--- src/hdl/nary_tree_table_traversal_core_macros.svh ---
// ----------------------------------------------------------------------------
// Assertion macros for the n-ary tree table core
// Implication checks, same cycle and next cycle.
// ----------------------------------------------------------------------------
`ifndef NARY_TREE_TABLE_TRAVERSAL_CORE_MACROS_SVH
`define NARY_TREE_TABLE_TRAVERSAL_CORE_MACROS_SVH

// antecedent implies consequent in the same cycle
`define NTT_ASSERT_IMP(name, clk, rst, ante, cons, msg) \
   name: assert property (@(posedge clk) disable iff (rst) (ante) |-> (cons)) else $error(msg);

// antecedent implies consequent in the next cycle
`define NTT_ASSERT_NXT(name, clk, rst, ante, cons, msg) \
   name: assert property (@(posedge clk) disable iff (rst) (ante) |=> (cons)) else $error(msg);

`endif

--- src/hdl/ntt_pkg.sv ---
// ----------------------------------------------------------------------------
// ntt_pkg
// Types and constants of the n-ary tree table core.
// ----------------------------------------------------------------------------
`default_nettype none

package ntt_pkg;

   localparam int MAX_NODES = 32;
   localparam int SLOT_W    = 6;
   localparam int DEPTH_W   = 5;
   localparam int LABEL_W   = 8;
   localparam int Q_AW      = $clog2(MAX_NODES);

   localparam logic [SLOT_W-1:0]  ROOT_SLOT = SLOT_W'(1);
   localparam logic [SLOT_W-1:0]  NO_SLOT   = '0;
   localparam logic [SLOT_W-1:0]  MAX_SLOT  = SLOT_W'(MAX_NODES);
   localparam logic [DEPTH_W-1:0] DEPTH_CAP = DEPTH_W'(31);

   typedef enum logic [1:0] {
      CMD_CLEAR    = 2'd0,
      CMD_INSERT   = 2'd1,
      CMD_TRAVERSE = 2'd2,
      CMD_LEVEL    = 2'd3
   } cmd_type;

   typedef enum logic [1:0] {
      ORD_PRE   = 2'd0,
      ORD_IN    = 2'd1,
      ORD_POST  = 2'd2,
      ORD_LEVEL = 2'd3
   } order_type;

   typedef enum logic [2:0] {
      ST_OK         = 3'd0,
      ST_EMPTY      = 3'd1,
      ST_BAD_PARENT = 3'd2,
      ST_FULL       = 3'd3,
      ST_NOT_FOUND  = 3'd4
   } status_type;

   typedef enum logic [3:0] {
      S_IDLE,
      S_INS_P,
      S_INS_WP,
      S_INS_RS,
      S_PRE_EMIT,
      S_PRE_UP,
      S_POST_DOWN,
      S_POST_UP,
      S_LV_QRD,
      S_LV_NRD,
      S_LV_VISIT,
      S_LV_CH,
      S_QRY_CMP,
      S_FLUSH
   } state_type;

   typedef struct packed {
      logic [LABEL_W-1:0] label;
      logic [SLOT_W-1:0]  fc;
      logic [SLOT_W-1:0]  ns;
      logic [SLOT_W-1:0]  lc;
      logic [SLOT_W-1:0]  par;
      logic [DEPTH_W-1:0] depth;
   } node_type;

endpackage

`default_nettype wire

--- src/hdl/nary_tree_table_traversal_core.sv ---
// Clear, rejected requests, root insert and requests on an empty tree go straight to
// the result; other inserts read the parent, write the new node and the parent, and
// rewrite the old last child too when the parent already has children. The level query
// reads slots in turn from the root until the label or the last slot; output stalls hold
// the walks. One request at a time, taken the cycle after the final result; reset empties
// the tree.
// ----------------------------------------------------------------------------
// nary_tree_table_traversal_core
// First-child/next-sibling tree in a node table with walks and level query.
// ----------------------------------------------------------------------------
`default_nettype none
`include "nary_tree_table_traversal_core_macros.svh"

module nary_tree_table_traversal_core (
   input  wire logic        clock,
   input  wire logic        reset,
   input  wire logic        req_tvalid,
   output      logic        req_tready,
   // [7:0] label, [13:8] parent_slot, [15:14] order, [21:16] visit_limit
   input  wire logic [23:0] req_tdata,
   // [1:0] cmd
   input  wire logic [1:0]  req_tuser,
   output      logic        rsp_tvalid,
   input  wire logic        rsp_tready,
   // [7:0] value, [13:8] node_total, [19:14] leaf_total, [24:20] tree_depth
   output      logic [31:0] rsp_tdata,
   // [2:0] status
   output      logic [2:0]  rsp_tuser,
   output      logic        rsp_tlast
);

   localparam int SW = ntt_pkg::SLOT_W;
   localparam int DW = ntt_pkg::DEPTH_W;
   localparam int LW = ntt_pkg::LABEL_W;
   localparam int QW = ntt_pkg::Q_AW;

   // storage
   ntt_pkg::node_type node_mem [0:ntt_pkg::MAX_NODES];
   logic [SW-1:0]     q_mem    [0:ntt_pkg::MAX_NODES-1];

   ntt_pkg::node_type node_rd_ff;
   logic [SW-1:0]     q_rd_ff;

   logic              node_rd_en, node_wr_en, q_rd_en, q_wr_en;
   logic [SW-1:0]     node_rd_addr, node_wr_addr;
   ntt_pkg::node_type node_wr_data;
   logic [QW-1:0]     q_rd_addr, q_wr_addr;
   logic [SW-1:0]     q_wr_data;

   // control
   ntt_pkg::state_type  state_ff, state_in;
   ntt_pkg::status_type st_ff, st_in;
   logic [SW-1:0]       cur_ff, cur_in;
   logic                pend_valid_ff, pend_valid_in;
   logic [LW-1:0]       pend_label_ff, pend_label_in;
   logic [SW-1:0]       cnt_ff, cnt_in;
   logic [SW-1:0]       leaf_ff, leaf_in;
   logic [DW-1:0]       maxd_ff, maxd_in;
   logic [SW-1:0]       front_ff, front_in, rear_ff, rear_in, lim_ff, lim_in;
   logic [LW-1:0]       lbl_ff, lbl_in;
   ntt_pkg::node_type   pw_ff, pw_in;
   logic                had_child_ff, had_child_in;

   // result register
   logic          rsp_valid_ff;
   logic [31:0]   rsp_data_ff;
   logic [2:0]    rsp_status_ff;
   logic          rsp_last_ff;

   logic          emit_en, emit_last;
   logic [2:0]    emit_status;
   logic [LW-1:0] emit_value;

   logic                out_free, can_visit;
   ntt_pkg::cmd_type    req_cmd;
   ntt_pkg::order_type  req_order;
   logic [LW-1:0]       req_label;
   logic [SW-1:0]       req_parent, req_limit;
   ntt_pkg::node_type   rd;
   logic [DW-1:0]       new_depth;

   assign req_label  = req_tdata[7:0];
   assign req_parent = req_tdata[13:8];
   assign req_order  = ntt_pkg::order_type'(req_tdata[15:14]);
   assign req_limit  = req_tdata[21:16];
   assign req_cmd    = ntt_pkg::cmd_type'(req_tuser);

   assign req_tready = (state_ff == ntt_pkg::S_IDLE);
   assign rsp_tvalid = rsp_valid_ff;
   assign rsp_tdata  = rsp_data_ff;
   assign rsp_tuser  = rsp_status_ff;
   assign rsp_tlast  = rsp_last_ff;

   assign out_free  = !rsp_valid_ff || rsp_tready;
   // a visited label is held back one step so the final one can carry tlast
   assign can_visit = !pend_valid_ff || out_free;
   assign rd        = node_rd_ff;
   assign new_depth = (rd.depth == ntt_pkg::DEPTH_CAP) ? ntt_pkg::DEPTH_CAP : rd.depth + 1'b1;

   // ------------------------------------------------------------------------
   // memories
   // ------------------------------------------------------------------------
   always_ff @(posedge clock) begin
      if (node_wr_en) begin
         node_mem[node_wr_addr] <= node_wr_data;
      end
      if (node_rd_en) begin
         node_rd_ff <= node_mem[node_rd_addr];
      end
      if (q_wr_en) begin
         q_mem[q_wr_addr] <= q_wr_data;
      end
      if (q_rd_en) begin
         q_rd_ff <= q_mem[q_rd_addr];
      end
   end

   // ------------------------------------------------------------------------
   // state register
   // ------------------------------------------------------------------------
   always_ff @(posedge clock) begin
      if (reset) begin
         state_ff      <= ntt_pkg::S_IDLE;
         pend_valid_ff <= 1'b0;
         cnt_ff        <= '0;
         leaf_ff       <= '0;
         maxd_ff       <= '0;
         front_ff      <= '0;
         rear_ff       <= '0;
         lim_ff        <= ntt_pkg::MAX_SLOT;
      end else begin
         state_ff      <= state_in;
         pend_valid_ff <= pend_valid_in;
         cnt_ff        <= cnt_in;
         leaf_ff       <= leaf_in;
         maxd_ff       <= maxd_in;
         front_ff      <= front_in;
         rear_ff       <= rear_in;
         lim_ff        <= lim_in;
      end
      st_ff         <= st_in;
      cur_ff        <= cur_in;
      pend_label_ff <= pend_label_in;
      lbl_ff        <= lbl_in;
      pw_ff         <= pw_in;
      had_child_ff  <= had_child_in;
   end

   always_ff @(posedge clock) begin
      if (reset) begin
         rsp_valid_ff <= 1'b0;
      end else if (emit_en) begin
         rsp_valid_ff <= 1'b1;
      end else if (rsp_tready) begin
         rsp_valid_ff <= 1'b0;
      end
      if (emit_en) begin
         rsp_data_ff   <= {7'd0, maxd_ff, leaf_ff, cnt_ff, emit_value};
         rsp_status_ff <= emit_status;
         rsp_last_ff   <= emit_last;
      end
   end

   // ------------------------------------------------------------------------
   // next state
   // ------------------------------------------------------------------------
   always_comb begin
      state_in      = state_ff;
      st_in         = st_ff;
      cur_in        = cur_ff;
      pend_valid_in = pend_valid_ff;
      pend_label_in = pend_label_ff;
      cnt_in        = cnt_ff;
      leaf_in       = leaf_ff;
      maxd_in       = maxd_ff;
      front_in      = front_ff;
      rear_in       = rear_ff;
      lim_in        = lim_ff;
      lbl_in        = lbl_ff;
      pw_in         = pw_ff;
      had_child_in  = had_child_ff;

      node_rd_en   = 1'b0;
      node_rd_addr = cur_ff;
      node_wr_en   = 1'b0;
      node_wr_addr = cur_ff;
      node_wr_data = pw_ff;
      q_rd_en      = 1'b0;
      q_rd_addr    = front_ff[QW-1:0];
      q_wr_en      = 1'b0;
      q_wr_addr    = rear_ff[QW-1:0];
      q_wr_data    = ntt_pkg::ROOT_SLOT;

      emit_en     = 1'b0;
      emit_last   = 1'b0;
      emit_status = ntt_pkg::ST_OK;
      emit_value  = pend_label_ff;

      unique case (state_ff)
         ntt_pkg::S_IDLE: begin
            if (req_tvalid) begin
               lbl_in        = req_label;
               pend_label_in = '0;
               st_in         = ntt_pkg::ST_OK;
               state_in      = ntt_pkg::S_FLUSH;
               unique case (req_cmd)
                  ntt_pkg::CMD_CLEAR: begin
                     cnt_in  = '0;
                     leaf_in = '0;
                     maxd_in = '0;
                  end
                  ntt_pkg::CMD_INSERT: begin
                     priority if (req_label == '0) begin
                        st_in = ntt_pkg::ST_BAD_PARENT;
                     end else if (cnt_ff == '0) begin
                        node_wr_en   = 1'b1;
                        node_wr_addr = ntt_pkg::ROOT_SLOT;
                        node_wr_data = '{label: req_label, fc: ntt_pkg::NO_SLOT,
                                         ns: ntt_pkg::NO_SLOT, lc: ntt_pkg::NO_SLOT,
                                         par: ntt_pkg::NO_SLOT, depth: '0};
                        cnt_in  = ntt_pkg::ROOT_SLOT;
                        leaf_in = SW'(1);
                        maxd_in = '0;
                     end else if (cnt_ff >= ntt_pkg::MAX_SLOT) begin
                        st_in = ntt_pkg::ST_FULL;
                     end else if (req_parent == '0 || req_parent > cnt_ff) begin
                        st_in = ntt_pkg::ST_BAD_PARENT;
                     end else begin
                        cur_in       = req_parent;
                        node_rd_en   = 1'b1;
                        node_rd_addr = req_parent;
                        state_in     = ntt_pkg::S_INS_P;
                     end
                  end
                  ntt_pkg::CMD_TRAVERSE, ntt_pkg::CMD_LEVEL: begin
                     priority if (cnt_ff == '0) begin
                        st_in = ntt_pkg::ST_EMPTY;
                     end else if (req_cmd == ntt_pkg::CMD_LEVEL) begin
                        if (req_label != '0) begin
                           cur_in       = ntt_pkg::ROOT_SLOT;
                           node_rd_en   = 1'b1;
                           node_rd_addr = ntt_pkg::ROOT_SLOT;
                           state_in     = ntt_pkg::S_QRY_CMP;
                        end else begin
                           st_in = ntt_pkg::ST_NOT_FOUND;
                        end
                     end else begin
                        cur_in       = ntt_pkg::ROOT_SLOT;
                        node_rd_addr = ntt_pkg::ROOT_SLOT;
                        unique case (req_order)
                           ntt_pkg::ORD_PRE: begin
                              node_rd_en = 1'b1;
                              state_in   = ntt_pkg::S_PRE_EMIT;
                           end
                           // both give children left to right, each node after its subtree
                           ntt_pkg::ORD_IN, ntt_pkg::ORD_POST: begin
                              node_rd_en = 1'b1;
                              state_in   = ntt_pkg::S_POST_DOWN;
                           end
                           ntt_pkg::ORD_LEVEL: begin
                              q_wr_en   = 1'b1;
                              q_wr_addr = '0;
                              front_in  = '0;
                              rear_in   = SW'(1);
                              lim_in    = (req_limit == '0 || req_limit > ntt_pkg::MAX_SLOT)
                                          ? ntt_pkg::MAX_SLOT : req_limit;
                              state_in  = ntt_pkg::S_LV_QRD;
                           end
                           default: ;
                        endcase
                     end
                  end
                  default: ;
               endcase
            end
         end

         // parent entry in rd; new slot is cnt+1
         ntt_pkg::S_INS_P: begin
            node_wr_en   = 1'b1;
            node_wr_addr = cnt_ff + 1'b1;
            node_wr_data = '{label: lbl_ff, fc: ntt_pkg::NO_SLOT, ns: ntt_pkg::NO_SLOT,
                             lc: ntt_pkg::NO_SLOT, par: cur_ff, depth: new_depth};
            pw_in        = rd;
            pw_in.lc     = cnt_ff + 1'b1;
            had_child_in = (rd.fc != ntt_pkg::NO_SLOT);
            if (rd.fc == ntt_pkg::NO_SLOT) begin
               pw_in.fc = cnt_ff + 1'b1;
            end else begin
               leaf_in = leaf_ff + 1'b1;
            end
            if (new_depth > maxd_ff) begin
               maxd_in = new_depth;
            end
            cnt_in   = cnt_ff + 1'b1;
            state_in = ntt_pkg::S_INS_WP;
         end

         ntt_pkg::S_INS_WP: begin
            node_wr_en = 1'b1;
            if (had_child_ff) begin
               node_rd_en   = 1'b1;
               node_rd_addr = rd.lc;   // old last child, read before parent was rewritten
               cur_in       = rd.lc;
               state_in     = ntt_pkg::S_INS_RS;
            end else begin
               state_in = ntt_pkg::S_FLUSH;
            end
         end

         ntt_pkg::S_INS_RS: begin
            node_wr_en   = 1'b1;
            node_wr_addr = cur_ff;
            node_wr_data = rd;
            node_wr_data.ns = cnt_ff;
            state_in     = ntt_pkg::S_FLUSH;
         end

         ntt_pkg::S_PRE_EMIT: begin
            if (can_visit) begin
               emit_en       = pend_valid_ff;
               pend_valid_in = 1'b1;
               pend_label_in = rd.label;
               node_rd_en    = 1'b1;
               priority if (rd.fc != ntt_pkg::NO_SLOT) begin
                  cur_in       = rd.fc;
                  node_rd_addr = rd.fc;
               end else if (cur_ff == ntt_pkg::ROOT_SLOT) begin
                  node_rd_en = 1'b0;
                  state_in   = ntt_pkg::S_FLUSH;
               end else if (rd.ns != ntt_pkg::NO_SLOT) begin
                  cur_in       = rd.ns;
                  node_rd_addr = rd.ns;
               end else begin
                  cur_in       = rd.par;
                  node_rd_addr = rd.par;
                  state_in     = ntt_pkg::S_PRE_UP;
               end
            end
         end

         ntt_pkg::S_PRE_UP: begin
            node_rd_en = 1'b1;
            priority if (cur_ff == ntt_pkg::ROOT_SLOT) begin
               node_rd_en = 1'b0;
               state_in   = ntt_pkg::S_FLUSH;
            end else if (rd.ns != ntt_pkg::NO_SLOT) begin
               cur_in       = rd.ns;
               node_rd_addr = rd.ns;
               state_in     = ntt_pkg::S_PRE_EMIT;
            end else begin
               cur_in       = rd.par;
               node_rd_addr = rd.par;
            end
         end

         ntt_pkg::S_POST_DOWN, ntt_pkg::S_POST_UP: begin
            if (state_ff == ntt_pkg::S_POST_DOWN && rd.fc != ntt_pkg::NO_SLOT) begin
               node_rd_en   = 1'b1;
               cur_in       = rd.fc;
               node_rd_addr = rd.fc;
            end else if (can_visit) begin
               emit_en       = pend_valid_ff;
               pend_valid_in = 1'b1;
               pend_label_in = rd.label;
               node_rd_en    = 1'b1;
               priority if (cur_ff == ntt_pkg::ROOT_SLOT) begin
                  node_rd_en = 1'b0;
                  state_in   = ntt_pkg::S_FLUSH;
               end else if (rd.ns != ntt_pkg::NO_SLOT) begin
                  cur_in       = rd.ns;
                  node_rd_addr = rd.ns;
                  state_in     = ntt_pkg::S_POST_DOWN;
               end else begin
                  cur_in       = rd.par;
                  node_rd_addr = rd.par;
                  state_in     = ntt_pkg::S_POST_UP;
               end
            end
         end

         ntt_pkg::S_LV_QRD: begin
            if (front_ff < lim_ff && front_ff < rear_ff) begin
               q_rd_en  = 1'b1;
               front_in = front_ff + 1'b1;
               state_in = ntt_pkg::S_LV_NRD;
            end else begin
               state_in = ntt_pkg::S_FLUSH;
            end
         end

         ntt_pkg::S_LV_NRD: begin
            node_rd_en   = 1'b1;
            node_rd_addr = q_rd_ff;
            cur_in       = q_rd_ff;
            state_in     = ntt_pkg::S_LV_VISIT;
         end

         ntt_pkg::S_LV_VISIT: begin
            if (can_visit) begin
               emit_en       = pend_valid_ff;
               pend_valid_in = 1'b1;
               pend_label_in = rd.label;
               if (rd.fc != ntt_pkg::NO_SLOT && rear_ff < lim_ff) begin
                  q_wr_en      = 1'b1;
                  q_wr_data    = rd.fc;
                  rear_in      = rear_ff + 1'b1;
                  node_rd_en   = 1'b1;
                  node_rd_addr = rd.fc;
                  state_in     = ntt_pkg::S_LV_CH;
               end else begin
                  state_in = ntt_pkg::S_LV_QRD;
               end
            end
         end

         ntt_pkg::S_LV_CH: begin
            if (rd.ns != ntt_pkg::NO_SLOT && rear_ff < lim_ff) begin
               q_wr_en      = 1'b1;
               q_wr_data    = rd.ns;
               rear_in      = rear_ff + 1'b1;
               node_rd_en   = 1'b1;
               node_rd_addr = rd.ns;
            end else begin
               state_in = ntt_pkg::S_LV_QRD;
            end
         end

         ntt_pkg::S_QRY_CMP: begin
            priority if (rd.label == lbl_ff) begin
               st_in         = ntt_pkg::ST_OK;
               pend_label_in = {{(LW-DW){1'b0}}, rd.depth};
               state_in      = ntt_pkg::S_FLUSH;
            end else if (cur_ff == cnt_ff) begin
               st_in         = ntt_pkg::ST_NOT_FOUND;
               pend_label_in = '0;
               state_in      = ntt_pkg::S_FLUSH;
            end else begin
               cur_in       = cur_ff + 1'b1;
               node_rd_en   = 1'b1;
               node_rd_addr = cur_ff + 1'b1;
            end
         end

         ntt_pkg::S_FLUSH: begin
            if (out_free) begin
               emit_en       = 1'b1;
               emit_last     = 1'b1;
               emit_status   = st_ff;
               emit_value    = pend_label_ff;
               pend_valid_in = 1'b0;
               state_in      = ntt_pkg::S_IDLE;
            end
         end

         default: begin
            state_in = ntt_pkg::S_IDLE;
         end
      endcase
   end

   // ------------------------------------------------------------------------
   // checks
   // ------------------------------------------------------------------------
   `NTT_ASSERT_IMP(a_idle_no_pend, clock, reset, state_ff == ntt_pkg::S_IDLE, !pend_valid_ff, "label held back while idle")
   `NTT_ASSERT_IMP(a_counts, clock, reset, 1'b1, cnt_ff <= ntt_pkg::MAX_SLOT && leaf_ff <= cnt_ff, "node or leaf count out of range")
   `NTT_ASSERT_NXT(a_busy_after_req, clock, reset, req_tvalid && req_tready, state_ff != ntt_pkg::S_IDLE, "request taken without work")
   `NTT_ASSERT_IMP(a_queue, clock, reset, state_ff == ntt_pkg::S_LV_QRD || state_ff == ntt_pkg::S_LV_CH, rear_ff <= lim_ff && front_ff <= rear_ff, "level queue pointers out of order")

endmodule

`default_nettype wire

--- config.mk ---
export PLATFORM = sky130hd
export DESIGN_NAME = nary_tree_table_traversal_core
export DESIGN_NICKNAME = d
export VERILOG_FILES = /design/src/hdl/ntt_pkg.sv /design/src/hdl/nary_tree_table_traversal_core.sv
export VERILOG_INCLUDE_DIRS = /design/src /design/src/hdl
export SDC_FILE = /design/constraint.sdc
export NUM_CORES = 2
export LEC_CHECK = 0
export CELL_PAD_IN_SITES_DETAIL_PLACEMENT = 0
export CELL_PAD_IN_SITES_GLOBAL_PLACEMENT = 1
export CORE_MARGIN = 4
export CORE_UTILIZATION = 55
export CTS_CLUSTER_SIZE = 12
export DETAILED_ROUTE_END_ITERATION = 7
export DONT_BUFFER_PORTS = 1
export PLACE_DENSITY_LB_ADDON = 0.1
export SLEW_MARGIN = 40
export SYNTH_ARGS = -nofsm -noshare
export SYNTH_HDL_FRONTEND = slang
export SYNTH_SLANG_ARGS = --single-unit
--- constraint.sdc ---
create_clock -name clock -period 11.6 [get_ports clock]
set_clock_uncertainty 0.15 [all_clocks]
set_input_delay 2.32 -clock clock [delete_from_list [all_inputs] [get_ports clock]]
set_output_delay 2.32 -clock clock [all_outputs]
set_load 0.05 [all_outputs]
# After elaboration in Yosys (flattened, before gate mapping)
# Memory sizes are Yosys's and may differ from the RTL's. A register that Yosys moved wholly into a read port is not among the register bits.
# Cells that the tools add are included.
[classes] add_sub_neg=6 order_cmp=7 eq_ne=46 mux=171 bitwise=2 reduce_logical=47
[ops] op="$mux 6" count=47
[ops] op="$mux 37" count=4
[ops] op="$pmux 37 s3" count=1
[ops] op="$mux 4" count=22
[ops] op="$pmux 6 s2" count=7
[ops] op="$mux 5" count=11
[ops] op="$pmux 6 s9" count=1
[ops] op="$pmux 4 s13" count=1
[ops] op="$mux 1" count=45
[ops] op="$pmux 6 s7" count=1
[ops] op="$mux 8" count=5
[ops] op="$pmux 8 s4" count=1
[ops] op="$add 6x1->6 const B" count=5
[ops] op="$ne 2x2->1 const B" count=15
[ops] op="$eq 4x4->1 const B" count=6
[ops] op="$logic_not 6->1" count=4
[ops] op="$mux 3" count=7
[ops] op="$pmux 5 s2" count=2
[ops] op="$lt 6x6->1" count=3
[ops] op="$pmux 6 s3" count=1
[ops] op="$reduce_and 6->1" count=3
[ops] op="$eq 4x3->1 const B" count=4
[ops] op="$ne 3x3->1 const B" count=5
[ops] op="$pmux 3 s2" count=2
[ops] op="43 further kinds" count=76
[totals] register_bits=133 ramBits=1413 in_bits=30 out_inout_bits=38 n_memories=2
[mem_list] memory="node_mem" words=33 width=37 read_ports=1 rd_clocked_by_memory_dff=1 write_ports=1 line_no="nary_tree_table_traversal_core.sv:38" text="ntt_pkg::node_type node_mem [0:ntt_pkg::MAX_NODES];"
[mem_list] memory="q_mem" words=32 width=6 read_ports=1 rd_clocked_by_memory_dff=1 write_ports=1 line_no="nary_tree_table_traversal_core.sv:39" text="logic [SW-1:0] q_mem [0:ntt_pkg::MAX_NODES-1];"

# Logic depth before layout (Yosys ltp)
[depth] ltp_word=9 ltp_mapped=19 mapped_depth_nobuf=13

# Worst setup path before layout
# Ideal clock, no wire load.
[synth_timing] kind="input to register" from="in req_tuser[0]" to="mem node_mem[32][0] (netlist bit), enable pin" setup_time_ns=0.477 arrival_time_ns=6.697 required_ns=10.973 setup_slack_ns=4.276 stages=10 path_buffers=2 cell_sequence="clkbuf_1 > nand2b_1 > a21oi_1 > nand3_1 > a211o_1 > or2_2 > clkbuf_1 > a21boi_0 > nand2_1 > nor3_1"
[synth_via] elab_chain_cells=6 elab_cells_between_ends=9 classes_between="eq/ne: 1; mux: 8"
[synth_lines] element="start, declared" line_no="nary_tree_table_traversal_core.sv:22" text="input wire logic [1:0] req_tuser,"
[synth_lines] element="$eq 2x1->1 (*)" line_no="nary_tree_table_traversal_core.sv:206" text="unique case (req_cmd)"
[synth_lines] element="$mux 1" line_no="nary_tree_table_traversal_core.sv:206"
[synth_lines] element="$mux 1" line_no="nary_tree_table_traversal_core.sv:201" text="if (req_tvalid) begin"
[synth_lines] element="$pmux 1 s2" line_no="nary_tree_table_traversal_core.sv:199" text="unique case (state_ff)"
[synth_lines] element="$mux 1" line_no="nary_tree_table_traversal_core.sv:104" text="if (node_wr_en) begin"
[synth_lines] element="$mux 1 (implied by the code)" line_no="nary_tree_table_traversal_core.sv:105" text="node_mem[node_wr_addr] <= node_wr_data;"
[synth_lines] element="end, declared" line_no="nary_tree_table_traversal_core.sv:38"
# Every way passes the cells marked *; elsewhere a longest branch is shown, timed or not.

# Final worst setup path
[layout_timing] from="in rsp_tready" to="reg, netlist name node_rd_ff[5]"
[layout_via] elab_chain_cells=5 elab_cells_between_ends=12 classes_between="mux: 10; reduce/logical: 2"
[layout_lines] element="start, declared" line_no="nary_tree_table_traversal_core.sv:24" text="input wire logic rsp_tready,"
[layout_lines] element="$logic_or 1x1->1 (*)" line_no="nary_tree_table_traversal_core.sv:94" text="assign out_free = !rsp_valid_ff || rsp_tready;"
[layout_lines] element="$logic_or 1x1->1 (*)" line_no="nary_tree_table_traversal_core.sv:96" text="assign can_visit = !pend_valid_ff || out_free;"
[layout_lines] element="$mux 6 or $mux 1 (tied branches)"
[layout_lines] element="$mux 6 or $mux 1 (tied branches)" line_no="nary_tree_table_traversal_core.sv:358" text="if (state_ff == ntt_pkg::S_POST_DOWN && rd.fc != ntt_pkg::NO_SLOT) begin"
[layout_lines] element="$pmux 6 s9 or $pmux 1 s9 (tied branches)" line_no="nary_tree_table_traversal_core.sv:199"
# Marks and branches as above.
# A chain may end at the register's enable or synchronous reset.

==> Flow_metrics.wiki <==
{| class="wikitable"
! Metric !! Value
|-
| Share of layout cells above drive strength 1 || a little under an eighth
|-
| Post-synth top flop || sky130_fd_sc_hd__edfxtp_1
|-
| Routed len/inst || slightly below 30 um
|-
| Run status || completed
|-
| Number of flip-flops and latches in the synthesized netlist || approximately 1600
|-
| Cell-by-cell listing of the critical path || nand3b_1 > o21a_1 > a222oi_1 > nand2_1 > nor4bb_4 > buf_4 > a31o_4 > buf_12 > mux4_2 > a2111oi_0 > a311oi_1 > a41oi_1
|-
| Count of different cell masters after synthesis || 84
|-
| Clock Sink Count || roughly 1600
|-
| Sum of net half-perimeters after detailed placement || just under 100000 um
|-
| Antenna fix cells || 0
|-
| Number of failing hold endpoints at the final stage || 0
|-
| Clk root buf || sky130_fd_sc_hd__clkbuf_16
|-
| Tightest Pin Transition || 913 ps
|-
| Worst Setup End Kind || flip-flop
|-
| Number of antenna-violating nets in the routed design || 0
|-
| Share of total power in combinational logic || about 46%
|-
| Die X || between 300 and 400 um
|-
| Post-cts hold buffer count || 0
|-
| Number of placement rows || about 130
|-
| Critical path buffer and inverter count || 2
|-
| Cell count after synthesis || roughly 4500
|-
| Unrepaired setup endpoints after global routing || false
|-
| Period utilization || around three fifths
|-
| Number of buffers added by the clock tree synthesis step || ~160
|-
| Die outline area || between 100000 and 150000 um^2
|-
| Part of the power in registers || between 30% and 40%
|-
| Number of synthesized flops with an enable pin || between 1500 and 2000
|-
| Crit Path Max Fanout || 48
|-
| Pwr Density || between 300 and 400 nW/um^2
|-
| Min cycle time layout || 7190 ps
|-
| Critical Path Start Type || input port
|-
| Placeable Area || about 120000 um^2
|-
| Leakage || between 0.02 and 0.025 uW
|-
| Pint || between 10000 and 15000 uW
|-
| Ratio of routed vias to standard cells || between 6 and 7
|-
| Cell with the largest stage delay on the worst path || sky130_fd_sc_hd__buf_4
|-
| Worst max-slew margin expressed relative to the limit || 39.2%
|-
| Data required time at the worst endpoint || between 10000 and 15000 ps
|-
| Number of setup violations in the final report || 0
|-
| Buffers inserted during post-CTS setup optimization || 0
|-
| Total gr overflow || 0
|-
| Total Wirelength || approximately 190000 um
|-
| Proportion of synthesized flip-flops having asynchronous set or reset || 0%
|-
| Maximum buffer depth of the clock tree || 3
|-
| IR Drop Worst-Case VDD || approximately 0.37 mV
|-
| Cell area after technology mapping || approximately 67000 um^2
|-
| Boundary pin count || 68
|-
| Gr usage total || between 20 and 30%
|-
| Post-synthesis to final-layout area growth || 10.5%
|-
| Switching Fraction || 42.8%
|-
| Number of port buffers || 0
|-
| Weighted congestion reported at the end of routability-driven placement || between 0.8 and 0.9
|-
| Largest stage delay on the critical path || 670 ps
|-
| Crit Path Category || in -> reg
|-
| Via Count || about 41000
|-
| Seq/Total Area, Yosys || a little under three quarters
|-
| NumNets Final || approximately 4600
|-
| Clock latency of the later-clocked register in the worst-skew pair || between 700 and 800 ps
|-
| Number of DRC markers in iteration 0 || just over 5000
|-
| Pin count of the biggest net entering global routing || 120
|-
| Post-Route Utilization || around three fifths
|-
| Average instance area after synthesis || 14.7 um^2
|-
| Wire length of the first global-routing pass || ~270000 um
|-
| Number of gates given a new drive strength after cts || 0
|-
| Initial cell density of the core || 55.5%
|-
| Switching power || about 10000 uW
|-
| Detailed-router iteration count before antenna repair || 7
|-
| Clock edge transition at the registers on the reported setup and hold paths || 60 ps
|-
| Final slew viol count || 0
|-
| Hold/Removal Path Class || reg -> reg
|-
| Yosys Warn Count || 0
|-
| Crit-path leading delay family || compound AO/OA/AOI/OAI gates
|-
| Max Cap Viol || 0
|-
| Highest clock frequency the design can meet || ~0.14 GHz
|-
| Initial antenna violation count || 3
|-
| CTS tree || yes
|-
| Vias in the first global route || 38500
|-
| H-tree levels || 4
|-
| Height of the die || 356 um
|-
| Total Neg Setup Slack || 0 ps
|-
| Worst Path Arrival || 7530 ps
|-
| Clock network fraction of total power || approximately 21%
|-
| Post-route DRC || 0
|}
## worst reg2reg max path: stages, from the launching register on
cell and delay (ps):
sky130_fd_sc_hd__dfxtp_1 300, sky130_fd_sc_hd__buf_4 360, sky130_fd_sc_hd__nor2_1 250, sky130_fd_sc_hd__nand2_1 400, sky130_fd_sc_hd__inv_1 440, sky130_fd_sc_hd__nand2_1 340
sky130_fd_sc_hd__clkinv_1 590, sky130_fd_sc_hd__a31oi_1 430, sky130_fd_sc_hd__and4_4 820, sky130_fd_sc_hd__buf_12 540, sky130_fd_sc_hd__a2111oi_0 230, sky130_fd_sc_hd__a2111oi_0 640
sky130_fd_sc_hd__a311oi_1 140, sky130_fd_sc_hd__a41oi_1 610
## cell families (layout without fill, tap and decap cells)
| group | after synthesis | after routing | synth area share (%) |
|---|---|---|---|
| fa+ha+maj | 36 | 36 | 0.677 |
| simple gates | 1105 | 1105 | 7.30 |
| compound gates | 818 | 818 | 9.86 |
| flops | 1589 | 1589 | 71.1 |
| other cells | 1 | 7 | 0.00563 |
| xor+xnor | 33 | 33 | 0.434 |
| buf+inv | 614 | 680 | 3.70 |
| mux | 336 | 336 | 6.95 |
## cells in the mapped netlist (all sizes together) (40+ instances only)
library cell / number / area share, %
a311oi: 149 / 2.0
a211oi: 77 / 0.94
dfxtp: 41 / 1.2
a21oi: 43 / 0.33
a32oi: 49 / 0.64
o21ai: 40 / 0.30
mux4: 100 / 3.4
buf: 94 / 0.77
nand2: 567 / 3.2
a2111oi: 182 / 2.4
edfxtp: 1548 / 70
inv: 292 / 1.6
nor2: 193 / 1.1
mux2i: 226 / 3.4
clkbuf: 227 / 1.3
nand4: 47 / 0.44
a31oi: 82 / 0.77
nand3: 174 / 1.3
## state kept, by name, indices dropped and copies added (netlist names), 3 cells and up
register,count
cur_ff,6
q_mem,192
front_ff,6
maxd_ff,5
cnt_ff,6
state_ff,4
node_rd_ff,37
st_ff,3
pw_ff,37
rsp_tdata,25
pend_label_ff,8
q_rd_ff,6
rsp_tuser,3
lim_ff,6
lbl_ff,8
node_mem,1221
leaf_ff,6
rear_ff,6
## stage by stage
| stage | hold WS, ps | setup WS, ps | total power [uW] | std cells | cell area, um^2 |
|---|---|---|---|---|---|
| 2_1_floorplan | 250 | 4280 | 14700 | 4538 | 66600 |
| 3_3_place_gp | 257 | 3580 | 18300 | 5931 | 68500 |
| 3_5_place_dp | 255 | 3780 | 18400 | 5935 | 68700 |
| 4_1_cts | 268 | 4590 | 23200 | 6211 | 73500 |
| 5_1_grt | 287 | 4210 | 24300 | 6216 | 73600 |
| 6_report | 268 | 4410 | 23300 | 6216 | 73600 |
## area by class of cell
class	instances	area (um^2)
clock inverter	59	439
inverter	293	1100
sequential	1589	47300
tap	1612	2020
timing repair buffer	111	1040
multi-input combinational	2335	17300
fill	8996	46400
clock buffer	217	4350
## power by group through the flow
stage	Sequential [uW]	Clock (uW)	Combinational, uW
5_1_grt	7900	5120	11300
3_3_place_gp	8000	0	10300
3_5_place_dp	7990	0	10400
4_1_cts	7870	4880	10500
2_1_floorplan	7800	0	6950
6_report	7880	4810	10600
## layout by cell type, fill, tap and decap left out, types with 17 or more instances in the layout
master	count
sky130_fd_sc_hd__nand2_1	559
sky130_fd_sc_hd__clkbuf_1	51
sky130_fd_sc_hd__nand3_1	173
sky130_fd_sc_hd__edfxtp_1	1548
sky130_fd_sc_hd__a31oi_1	81
sky130_fd_sc_hd__o21ai_0	36
sky130_fd_sc_hd__a21oi_1	41
sky130_fd_sc_hd__buf_4	82
sky130_fd_sc_hd__mux2i_1	226
sky130_fd_sc_hd__a211oi_1	66
sky130_fd_sc_hd__a222oi_1	18
sky130_fd_sc_hd__a22o_2	17
sky130_fd_sc_hd__nor3_1	18
sky130_fd_sc_hd__a21o_1	20
sky130_fd_sc_hd__a311oi_1	149
sky130_fd_sc_hd__nor2_1	151
sky130_fd_sc_hd__a41oi_1	37
sky130_fd_sc_hd__a32oi_1	48
sky130_fd_sc_hd__clkinv_1	32
sky130_fd_sc_hd__nor2b_1	19
sky130_fd_sc_hd__ha_1	36
sky130_fd_sc_hd__nand4_1	47
sky130_fd_sc_hd__nor2_4	35
sky130_fd_sc_hd__mux4_2	100
sky130_fd_sc_hd__inv_1	284
sky130_fd_sc_hd__a2111oi_0	174
sky130_fd_sc_hd__dfxtp_1	37
sky130_fd_sc_hd__clkbuf_16	166
sky130_fd_sc_hd__xor2_1	20
## final timing paths
check                                                start                      end  slack, ps  cells after the start
worst max-delay path                            rsp_tready  node_rd_ff[5]$_DFFE_PP_       4410                     12
worst min-delay path            pend_label_ff[0]$_DFFE_PP_   rsp_tdata[0]$_DFFE_PP_        270                      0
worst max register to register    state_ff[0]$_SDFFE_PP0P_  node_rd_ff[5]$_DFFE_PP_       5100                     13
worst min register to register  pend_label_ff[0]$_DFFE_PP_   rsp_tdata[0]$_DFFE_PP_        270                      0
## metal layers
| layer | vias up | track usage [%] | wire length (um) |
|---|---|---|---|
| met5 | - | 0 | 0 |
| met2 | 2118 | 44.8 | 84900 |
| met3 | 321 | 5.25 | 17900 |
| li1 | 17600 | - | - |
| met1 | 20600 | 42.7 | 77200 |
| met4 | 0 | 8.77 | 5210 |
No activity file was read; power rests on OpenSTA's default activity.
